<file path="config.mk">
export PLATFORM = sky130hd
export DESIGN_NAME = crc_frame_builder_top
export DESIGN_NICKNAME = d
export VERILOG_FILES = /design/src/rtl/crcfb_pkg.sv /design/src/rtl/crc_frame_builder_top.sv
export SDC_FILE = /design/constraint.sdc
export NUM_CORES = 1
export LEC_CHECK = 0
export BUFFER_PORTS_ARGS = -buffer_cell sky130_fd_sc_hd__buf_4
export CORE_MARGIN = 2
export CORE_UTILIZATION = 55
export CTS_BUF_LIST = sky130_fd_sc_hd__clkbuf_4 sky130_fd_sc_hd__clkbuf_8 sky130_fd_sc_hd__clkbuf_16
export DETAILED_ROUTE_END_ITERATION = 8
export GPL_TIMING_DRIVEN = 0
export PLACE_DENSITY = 0.86
export SKIP_CTS_REPAIR_TIMING = 1
export SLEW_MARGIN = 20
export SYNTH_ARGS = -nofsm -noshare
export SYNTH_HDL_FRONTEND = slang
export SYNTH_SLANG_ARGS = --single-unit
</file>
<file path="constraint.sdc">
create_clock -name i_clk -period 12.9 [get_ports i_clk]
set_input_delay 0.645 -clock i_clk [delete_from_list [all_inputs] [get_ports i_clk]]
set_output_delay 0.645 -clock i_clk [all_outputs]
set_load 0.1 [all_outputs]
</file>
<file path="src/rtl/crcfb_pkg.sv">
`default_nettype none

package crcfb_pkg;

    localparam int unsigned DEV_ID_W = 32;
    localparam int unsigned LEN_W    = 16;
    localparam int unsigned CRC_W    = 16;
    localparam int unsigned POS_W    = 4;

    localparam logic REQ_START = 1'b0;
    localparam logic REQ_DATA  = 1'b1;

    localparam logic [7:0]       SOF_BYTE     = 8'h68;
    localparam logic [7:0]       TRAILER_BYTE = 8'h16;
    localparam logic [CRC_W-1:0] CRC_INIT     = 16'hFFFF;
    localparam logic [CRC_W-1:0] CRC_POLY     = 16'hA001;

    // positions within the byte sequence caused by one transaction
    localparam logic [POS_W-1:0] POS_SOF     = 4'd0;
    localparam logic [POS_W-1:0] POS_ID0_B3  = 4'd1;
    localparam logic [POS_W-1:0] POS_ID0_B2  = 4'd2;
    localparam logic [POS_W-1:0] POS_ID0_B1  = 4'd3;
    localparam logic [POS_W-1:0] POS_ID0_B0  = 4'd4;
    localparam logic [POS_W-1:0] POS_ID1_B3  = 4'd5;
    localparam logic [POS_W-1:0] POS_ID1_B2  = 4'd6;
    localparam logic [POS_W-1:0] POS_ID1_B1  = 4'd7;
    localparam logic [POS_W-1:0] POS_ID1_B0  = 4'd8;
    localparam logic [POS_W-1:0] POS_CODE    = 4'd9;
    localparam logic [POS_W-1:0] POS_LEN_LO  = 4'd10;
    localparam logic [POS_W-1:0] POS_LEN_HI  = 4'd11;
    localparam logic [POS_W-1:0] POS_CRC_LO  = 4'd12;
    localparam logic [POS_W-1:0] POS_CRC_HI  = 4'd13;
    localparam logic [POS_W-1:0] POS_TRAILER = 4'd14;

    function automatic logic [CRC_W-1:0] crc_byte(input logic [CRC_W-1:0] crc,
                                                  input logic [7:0]       b);
        logic [CRC_W-1:0] c;
        c = crc ^ {8'h00, b};
        for (int i = 0; i < 8; i++) begin
            if (c[0]) begin
                c = (c >> 1) ^ CRC_POLY;
            end else begin
                c = c >> 1;
            end
        end
        return c;
    endfunction

endpackage

`default_nettype wire

</file>
<file path="src/rtl/crc_frame_builder_top.sv">
`default_nettype none

// channel   | handshake           | payload
// ----------+---------------------+------------------------------------------------
// input     | i_valid / o_ready   | i_req_type, i_frame_code, i_frame_length,
//           |                     | i_data_byte
// output    | o_valid / i_ready   | o_out_byte, o_end_of_run, o_end_of_frame, o_error
// config    | i_cfg_we            | i_cfg_data (device id)
//
// one output byte per cycle unless the output stalls; a payload transaction
// not closing the frame leaves the sequencer idle, so these flow back to back;
// a start sends sof, id twice, code and length (crc, trailer too if length is 0),
// a closing byte data, crc, trailer; one byte sequencer feeds the output register
// synchronous active-low reset clears the frame state, crc and device id
// a stalled output holds its register and blocks new input transactions

module crc_frame_builder_top (
    input  wire logic                          i_clk,
    input  wire logic                          i_rst_n,
    input  wire logic                          i_cfg_we,
    input  wire logic [crcfb_pkg::DEV_ID_W-1:0] i_cfg_data,
    input  wire logic                          i_valid,
    output logic                               o_ready,
    input  wire logic                          i_req_type,
    input  wire logic [7:0]                    i_frame_code,
    input  wire logic [crcfb_pkg::LEN_W-1:0]   i_frame_length,
    input  wire logic [7:0]                    i_data_byte,
    output logic                               o_valid,
    input  wire logic                          i_ready,
    output logic [7:0]                         o_out_byte,
    output logic                               o_end_of_run,
    output logic                               o_end_of_frame,
    output logic                               o_error
);
    import crcfb_pkg::*;

    logic [DEV_ID_W-1:0] r_device_id;
    logic [CRC_W-1:0]    r_crc;
    logic [LEN_W-1:0]    r_bytes_left;
    logic                r_frame_open;
    logic                r_busy;
    logic [POS_W-1:0]    r_pos;
    logic                r_req;
    logic [7:0]          r_code;
    logic [LEN_W-1:0]    r_len;

    logic                r_o_valid;
    logic [7:0]          r_o_byte;
    logic                r_o_eor;
    logic                r_o_eof;
    logic                r_o_err;

    logic                advance;
    logic                step;
    logic                accept;
    logic                cur_req;
    logic [7:0]          cur_code;
    logic [LEN_W-1:0]    cur_len;
    logic [POS_W-1:0]    cur_pos;
    logic [CRC_W-1:0]    crc_base;
    logic [7:0]          e_byte;
    logic                e_feed;
    logic                e_last;
    logic                e_eof;
    logic                e_err;
    logic [CRC_W-1:0]    n_crc;
    logic [LEN_W-1:0]    n_bytes_left;
    logic                n_frame_open;
    logic [POS_W-1:0]    n_pos;

    assign advance = !r_o_valid || i_ready;
    assign o_ready = advance && !r_busy;
    assign accept  = o_ready && i_valid;
    assign step    = advance && (r_busy || i_valid);

    always_comb begin
        cur_req  = r_busy ? r_req  : i_req_type;
        cur_code = r_busy ? r_code : i_frame_code;
        cur_len  = r_busy ? r_len  : i_frame_length;
        cur_pos  = r_busy ? r_pos  : POS_SOF;
        crc_base = (cur_req == REQ_START && cur_pos == POS_SOF) ? CRC_INIT : r_crc;

        e_byte       = 8'h00;
        e_feed       = 1'b0;
        e_last       = 1'b0;
        e_eof        = 1'b0;
        e_err        = 1'b0;
        n_bytes_left = r_bytes_left;
        n_frame_open = r_frame_open;
        n_pos        = cur_pos + 4'd1;

        if (cur_pos inside {POS_CRC_LO, POS_CRC_HI, POS_TRAILER}) begin
            case (cur_pos)
                POS_CRC_LO: begin
                    e_byte = r_crc[7:0];
                end
                POS_CRC_HI: begin
                    e_byte = r_crc[15:8];
                end
                default: begin
                    e_byte       = TRAILER_BYTE;
                    e_eof        = 1'b1;
                    e_last       = 1'b1;
                    n_bytes_left = '0;
                    n_frame_open = 1'b0;
                end
            endcase
        end else if (cur_req == REQ_START) begin
            e_feed = 1'b1;
            case (cur_pos)
                POS_SOF:                e_byte = SOF_BYTE;
                POS_ID0_B3, POS_ID1_B3: e_byte = r_device_id[31:24];
                POS_ID0_B2, POS_ID1_B2: e_byte = r_device_id[23:16];
                POS_ID0_B1, POS_ID1_B1: e_byte = r_device_id[15:8];
                POS_ID0_B0, POS_ID1_B0: e_byte = r_device_id[7:0];
                POS_CODE:               e_byte = cur_code;
                POS_LEN_LO:             e_byte = cur_len[7:0];
                POS_LEN_HI: begin
                    e_byte = cur_len[15:8];
                    if (cur_len != '0) begin
                        e_last       = 1'b1;
                        n_bytes_left = cur_len;
                        n_frame_open = 1'b1;
                    end
                end
                default:                e_byte = 8'h00;
            endcase
        end else if (!r_frame_open) begin
            e_err  = 1'b1;
            e_last = 1'b1;
        end else begin
            e_byte       = i_data_byte;
            e_feed       = 1'b1;
            n_bytes_left = r_bytes_left - 16'd1;
            if (r_bytes_left == 16'd1) begin
                n_pos = POS_CRC_LO;
            end else begin
                e_last = 1'b1;
            end
        end

        if (e_eof) begin
            n_crc = CRC_INIT;
        end else if (e_feed) begin
            n_crc = crc_byte(crc_base, e_byte);
        end else begin
            n_crc = r_crc;
        end
    end

    always_ff @(posedge i_clk) begin
        if (!i_rst_n) begin
            r_device_id  <= '0;
            r_crc        <= CRC_INIT;
            r_bytes_left <= '0;
            r_frame_open <= 1'b0;
            r_busy       <= 1'b0;
            r_pos        <= POS_SOF;
            r_o_valid    <= 1'b0;
        end else begin
            if (i_cfg_we) begin
                r_device_id <= i_cfg_data;
            end
            if (step) begin
                r_crc        <= n_crc;
                r_bytes_left <= n_bytes_left;
                r_frame_open <= n_frame_open;
                r_busy       <= !e_last;
                r_pos        <= n_pos;
            end
            if (advance) begin
                r_o_valid <= step;
            end
        end
    end

    // held transaction and output payload
    always_ff @(posedge i_clk) begin
        if (accept) begin
            r_req  <= i_req_type;
            r_code <= i_frame_code;
            r_len  <= i_frame_length;
        end
        if (step) begin
            r_o_byte <= e_byte;
            r_o_eor  <= e_last;
            r_o_eof  <= e_eof;
            r_o_err  <= e_err;
        end
    end

    assign o_valid        = r_o_valid;
    assign o_out_byte     = r_o_byte;
    assign o_end_of_run   = r_o_eor;
    assign o_end_of_frame = r_o_eof;
    assign o_error        = r_o_err;

endmodule

`default_nettype wire

</file>
==> flow_summary_export.csv, run 1 <==
group,metric,value,unit
sta,hold_viol_final,0,
synth,avgSynthCellArea,9.69,µm²
synth,yosysWarnings,0,
critical_path,crit_arrival,6460,ps
synth,async_flop_share,0,%
critical_path,start_kind,"flop",
cts,clk_path_buf_depth,2,
placed_design,hpwlAfterDp,11100,µm
critical_path,slowest_delay,590,ps
cts,htreeDepth,3,
detailed_routing,viasPerCell,6.17,
critical_path,endpoint_kind,"flop",
sta,period_share,47.7,%
detailed_routing,drtIter0Drc,480,
synth,ys_top_cells_by_count,"71 x dfxtp_1, 48 x mux2i_1, 45 x nor2_1",
sta,grt_setup_unrepaired,"no",
synth,seq_area_frac_synth,45.0,%
synth,synth_top_area_share,25.6,%
critical_path,crit_family,"buffers and inverters",
sta,setup_viol,0,
detailed_routing,drc,0,
min_path,hp-class,"input pin to flop",
synth,syn-num-nets,650,
sta,slew_headroom,23.5,%
power,ir_drop,53.2,µV
critical_path,worstSetupPathType,"flop to flop",
global_routing,grtUsageTotal,28.2,%
detailed_routing,vias,4952,
global_routing,grt_pass1_wl,24500,µm
synth,synth_edf_count,36,
floorplanning,dieArea,10900,µm²
placed_design,finalWeightedCongestion,0.976,
finish,nets,741,
synth,yosysMostFrequentCell,"dfxtp_1",
placed_design,placed_area,6330,µm²
detailed_routing,dr.pass1.iters,8,
critical_path,crit_fanout,10,
detailed_routing,wl,15200,µm
run,maxCapViolations,0,
synth,synth-main-ff-cell,"dfxtp_1",
floorplanning,io_pins,83,
critical_path,cp_cell_sequence,"buf_2 > buf_1 > clkbuf_1 > clkbuf_1 > nand2_1 > ha_1 > buf_2 > buf_2 > buf_1 > a222oi_1 > o22ai_1 > a21o_1 > a222oi_1 > xnor3_1 > xnor2_1 > xor3_1 > a31oi_1",
finish,drive_gt1_share,17.0,%
run_status,status,"complete, no violations",
floorplanning,die_h,105,µm
sta,finalClockSkew,10.2,ps
finish,stdcell_area,6530,µm²
sta,final.min_clock_period,6150,ps
floorplanning,fp-row-count,36,
critical_path,r2r_slack,6750,ps
detailed_routing,wl_per_cell,18.9,µm
global_routing,grt_max_degree,26,
critical_path,cp.buffers_inverters,7,
cts,cts-root-buf,"clkbuf_8",
power,p_leak,2.62,nW
sta,fin_ws,6750,ps
power,power-per-cell-area,119,nW/µm²
placed_design,place_ws,6900,ps
cts,clk_latency,370,ps
cts,clkTransAtPathRegs,90,ps
global_routing,first_global_vias,4792,
critical_path,cp_common_cell,"buf_2",
finish,fillers,768,
global_routing,grt_overflow,0,
detailed_routing,ant_nets,0,
cts,cts-buffers-inserted,9,
placed_design,numPortBuffers,80,
synth,synthDistinctLibCells,61,
cts,cts_tree,"yes",
floorplanning,dieWidth,105,µm
sta,final_max_slew_viol_count,0,
sta,whs,439,ps
sta,tns,0,ps
floorplanning,placeableCoreArea,9770,µm²
sta,max_clock_freq,163,MHz
sta,worst_pin_slew,1130,ps
critical_path,required,13210,ps
synth,synthCells,574,
global_routing,grt_antenna_before_repair,0,
synth,synth_area,5560,µm²
finish,final_util,66.8,%
synth,synth-seq-cells,107,
synth,synth.area.top_cells,"dfxtp_1 26%, edfxtp_1 19%, mux2i_1 8.6%",
floorplanning,start_util,56.9,%
critical_path,critPathSlowestCell,"clkbuf_1",
finish,n_antenna_cell,0,
cts,cts_sinks,107,
synth,synth_area_leader_cell,"dfxtp_1",
finish,syn_to_final_growth,17.4,%
-- worst register-to-register path: stages, from the launching register on --
cell	delay, ps
dfxtp_1	420
buf_2	250
buf_1	490
clkbuf_1	590
clkbuf_1	540
nand2_1	210
ha_1	250
buf_2	190
buf_2	230
buf_1	330
a222oi_1	460
o22ai_1	180
a21o_1	190
a222oi_1	460
xnor3_1	460
xnor2_1	310
xor3_1	370
a31oi_1	160
-- per-stage QoR --
| stage | total power [mW] | cells |
|---|---|---|
| after floorplan | 0.519 | 574 |
| after global placement | 0.568 | 787 |
| after detailed placement | 0.572 | 787 |
| after CTS | 0.778 | 803 |
| after global routing | 0.811 | 803 |
| final | 0.778 | 803 |
-- power breakdown --
part,total (mW),switching [mW],internal (mW)
registers,0.390,0.0175,0.373
logic,0.179,0.107,0.0719
clock network,0.209,0.108,0.101
-- final cells by class --
class,count,area (µm²),area share [%]
flip-flops and latches,107,2500,38.3
well taps,133,166,2.55
clock inverters,3,37.5,0.575
repair buffers,80,601,9.20
inverters,13,48.8,0.747
clock buffers,13,160,2.45
multi-input cells,413,2830,43.3
plain buffers,41,184,2.82
-- placed cells by master, fill, tap and decap left out, types with 4 or more instances in the layout --
cell type,Yosys,routed
inv_1,12,12
nor3_1,13,13
and2_1,8,7
clkbuf_8,0,10
ha_1,6,6
a2111oi_0,4,4
nand2_1,42,42
o21ai_0,31,31
buf_4,2,82
a22o_1,4,4
xor2_1,8,8
a22oi_1,10,10
edfxtp_1,36,36
buf_2,6,6
xnor2_1,15,15
nor4_1,8,8
nand3_1,13,13
buf_1,6,6
a21oi_1,17,17
dfxtp_1,71,71
clkbuf_1,25,25
o22ai_1,13,13
nor2_1,45,45
a21o_1,5,5
mux2i_1,48,48
nor3b_1,5,5
a31oi_1,4,4
a222oi_1,16,16
a21boi_0,8,8
nor2b_1,43,43
-- metal layers --
metal	wire [µm]	global-route usage [%]	vias to the layer above
met5	0	0	-
met4	355	11.0	0
met3	1460	4.93	28
met2	7300	46.6	305
met1	6090	37.0	2334
li1	-	-	2285
-- path summary, 6_finish.rpt --
kind	end	depth (start not counted)	from
max	r_crc[0]	17	r_busy
min	r_code[7]	1	i_frame_code[7]
max reg2reg	r_crc[0]	17	r_busy
min reg2reg	r_bytes_left[11]	2	r_bytes_left[11]
-- registers in the layout, indices dropped and copies added (netlist names), 4 cells and up --
name,flops
o_out_byte,8
r_code,8
r_bytes_left,16
r_pos,4
r_crc,16
r_device_id,32
r_len,16
-- kinds of logic (layout without fill, tap and decap cells) --
group	Yosys count	after routing	synth area share, %
and+or+nand+nor	192	192	17.5
DFF	107	107	45.0
xor gates and xnor gates	28	28	5.69
adders and majority gates	6	6	1.35
AOI/OAI and AO/OA	138	138	17.5
buffers and inverters	54	150	4.18
muxes	49	49	8.84
Note: power is estimated with default switching activity, not from simulation.
==> run 2, diff against run 1 <==
Settings changed: ABC_AREA from default to 1.
Clock period 12.9 ns to 5.83 ns, I/O delays scaled along.
==> run 2 against run 1 <==
  * Sequential power is 120% higher
  * Wire length increased by 9.0%
  * Non-clock buffer count down 3
  * Critical path type unchanged
  * Critical endpoint unchanged
  * Highest routed layer unchanged
==> flow_summary_export.csv, run 2 <==
group,metric,value,unit
floorplanning,dieArea,11800,µm²
global_routing,grtUsageTotal,29.4,%
placed_design,numPortBuffers,82,
sta,tns,0,ps
min_path,worstHoldEndpoint,"r_len[0]",
critical_path,crit_arrival,4030,ps
critical_path,start_kind,"flop",
synth,syn-num-nets,908,
finish,final_common_cell,"nand2_1",
detailed_routing,drc,0,
synth,synthDistinctLibCells,47,
floorplanning,placeableCoreArea,10800,µm²
critical_path,r2r_slack,2070,ps
finish,fillers,936,
cts,cts-root-buf,"clkbuf_8",
detailed_routing,wl_per_cell,15.5,µm
detailed_routing,vias,6065,
floorplanning,io_pins,83,
synth,avgSynthCellArea,7.26,µm²
global_routing,grt_pass1_wl,27100,µm
placed_design,dpl.cell_count,1056,
synth,seq_area_frac_synth,41.4,%
synth,synth_edf_count,36,
sta,period_share,64.4,%
cts,clk_path_buf_depth,2,
detailed_routing,drtIter0Drc,565,
critical_path,endpoint_kind,"flop",
sta,hold_viol_final,0,
synth,synth-main-ff-cell,"dfxtp_1",
sta,grt_setup_unrepaired,"no",
placed_design,hpwlAfterDp,12300,µm
power,power-per-cell-area,264,nW/µm²
sta,worst_pin_slew,838,ps
power,ir_drop,193,µV
critical_path,crit_fanout,10,
cts,cts-buffers-inserted,9,
sta,final_max_slew_viol_count,0,
synth,synth-seq-cells,107,
sta,slew_headroom,43.6,%
detailed_routing,wl,16600,µm
global_routing,grt_max_degree,21,
min_path,hold_depth,1,
detailed_routing,ant_nets,0,
sta,fin_ws,2070,ps
critical_path,required,6110,ps
sta,setup_viol,0,
finish,largest_reg_flops,32,
sta,finalClockSkew,22.9,ps
synth,synth_area,6040,µm²
floorplanning,dieWidth,109,µm
synth,synthCells,832,
critical_path,timing.rr.end,"r_crc[0]",
detailed_routing,viasPerCell,5.66,
finish,n_antenna_cell,0,
cts,cts_sinks,107,
detailed_routing,dr.pass1.iters,7,
finish,layout_common_cells,"182 x nand2_1, 110 x nor2_1, 87 x buf_4, 78 x o21ai_0, 76 x inv_1",
synth,yosysWarnings,0,
run_status,status,"complete, no violations",
min_path,hp-class,"input pin to flop",
sta,final.min_clock_period,3760,ps
synth,synth.area.top_cells,"dfxtp_1 24%, edfxtp_1 18%, nand2_1 11%",
critical_path,r2r_start,"r_busy",
placed_design,finalWeightedCongestion,0.919,
placed_design,place_ws,2280,ps
min_path,min_from,"i_frame_length[0]",
cts,cts_tree,"yes",
power,p_leak,3.26,nW
floorplanning,start_util,56.0,%
finish,nets,1003,
critical_path,ff2ff_path_depth,21,
floorplanning,die_h,109,µm
global_routing,first_global_vias,5663,
synth,async_flop_share,0,%
global_routing,grt_overflow,0,
cts,clk_latency,390,ps
finish,drive_gt1_share,18.7,%
finish,regMostFlops,"r_device_id",
critical_path,worstSetupPathType,"flop to flop",
finish,instances_no_fill,1072,
synth,synth_area_leader_cell,"dfxtp_1",
synth,ys_top_cells_by_count,"182 x nand2_1, 110 x nor2_1, 78 x o21ai_0",
synth,synth_top_area_share,23.5,%
finish,syn_to_final_growth,17.2,%
sta,max_clock_freq,266,MHz
global_routing,grt_antenna_before_repair,0,
cts,clkTransAtPathRegs,110,ps
synth,yosysMostFrequentCell,"nand2_1",
floorplanning,fp-row-count,38,
run,maxCapViolations,0,
power,p_total,1.87,mW
cts,htreeDepth,3,
## run 2: changes by cell type after synthesis, sizes merged, moves of 8 or more
cell | before | now
a21oi | 17 | 41
nor2b | 43 | 0
mux2i | 48 | 0
nor2 | 45 | 116
xnor2 | 15 | 3
inv | 12 | 84
o21ai | 34 | 86
nand3 | 13 | 73
a21boi | 8 | 0
nand2 | 42 | 203
a222oi | 16 | 0
## run 2: layout make-up
type | instances | area (µm²) | area share (%)
flip-flops and latches | 107 | 2500 | 35.3
inverters | 87 | 330 | 4.66
clock buffers | 9 | 124 | 1.75
well taps | 140 | 175 | 2.47
repair buffers | 84 | 634 | 8.96
plain buffers | 34 | 183 | 2.58
clock inverters | 7 | 95.1 | 1.34
multi-input cells | 604 | 3040 | 42.9
## run 2: power breakdown
| group | total (mW) | internal (mW) | switching [mW] |
|---|---|---|---|
| clock network | 0.502 | 0.212 | 0.291 |
| registers | 0.871 | 0.836 | 0.0348 |
| logic | 0.498 | 0.163 | 0.335 |
## run 2: how the worst max path moves through the flow
stage               slack [ps]    start  cells past startpoint         to
global placement          2070   r_busy                      4  r_code[3]
detailed placement        2280   r_busy                     21   r_crc[0]
finish                    2070   r_busy                     21   r_crc[0]
global route              1880   r_busy                     26   r_crc[0]
floorplan                 2790  o_valid                      3  r_code[0]
CTS                       2180   r_busy                     21   r_crc[0]
## run 2: critical path, cell delays in order, from the launching register on
cell and delay [ps]:
dfxtp_1 320, buf_6 140, buf_4 180, buf_4 190
nand2_1 170, inv_1 90, ha_1 210, clkbuf_1 250
nand2_2 200, inv_1 100, a22oi_1 220, nand3_1 160
o21ai_1 260, nand3_1 200, xnor2_1 410, nand3_1 160
nand3_2 110, nand2_1 50, nand2_1 60, nand3_1 60
nand2_1 80, nand2_1 40
## run 2: cell families after synthesis
group / Yosys count / synth area share [%]
buffers and inverters: 121 / 8.49
xor gates and xnor gates: 12 / 1.74
adders and majority gates: 6 / 1.24
and+or+nand+nor: 430 / 32.4
AOI/OAI and AO/OA: 156 / 14.7
DFF: 107 / 41.4
## run 2: per-layer routing
| layer | global-route usage (%) | wire, µm | vias to the layer above |
|---|---|---|---|
| met5 | 0 | 0 | - |
| met2 | 46.3 | 7570 | 356 |
| met4 | 13.6 | 561 | 0 |
| met3 | 5.20 | 1580 | 56 |
| met1 | 39.3 | 6860 | 2717 |
| li1 | - | - | 2936 |
## run 2: per-stage QoR
| stage | cell area (µm²) | hold slack [ps] | utilization, % |
|---|---|---|---|
| 2_1_floorplan | 6040 | 390 | - |
| 3_3_place_gp | 6830 | 442 | 63.3 |
| 3_5_place_dp | 6860 | 446 | 63.5 |
| 4_1_cts | 7070 | 88.5 | 65.5 |
| 5_1_grt | 7080 | 60.3 | 65.6 |
| 6_report | 7080 | 91.1 | 65.6 |
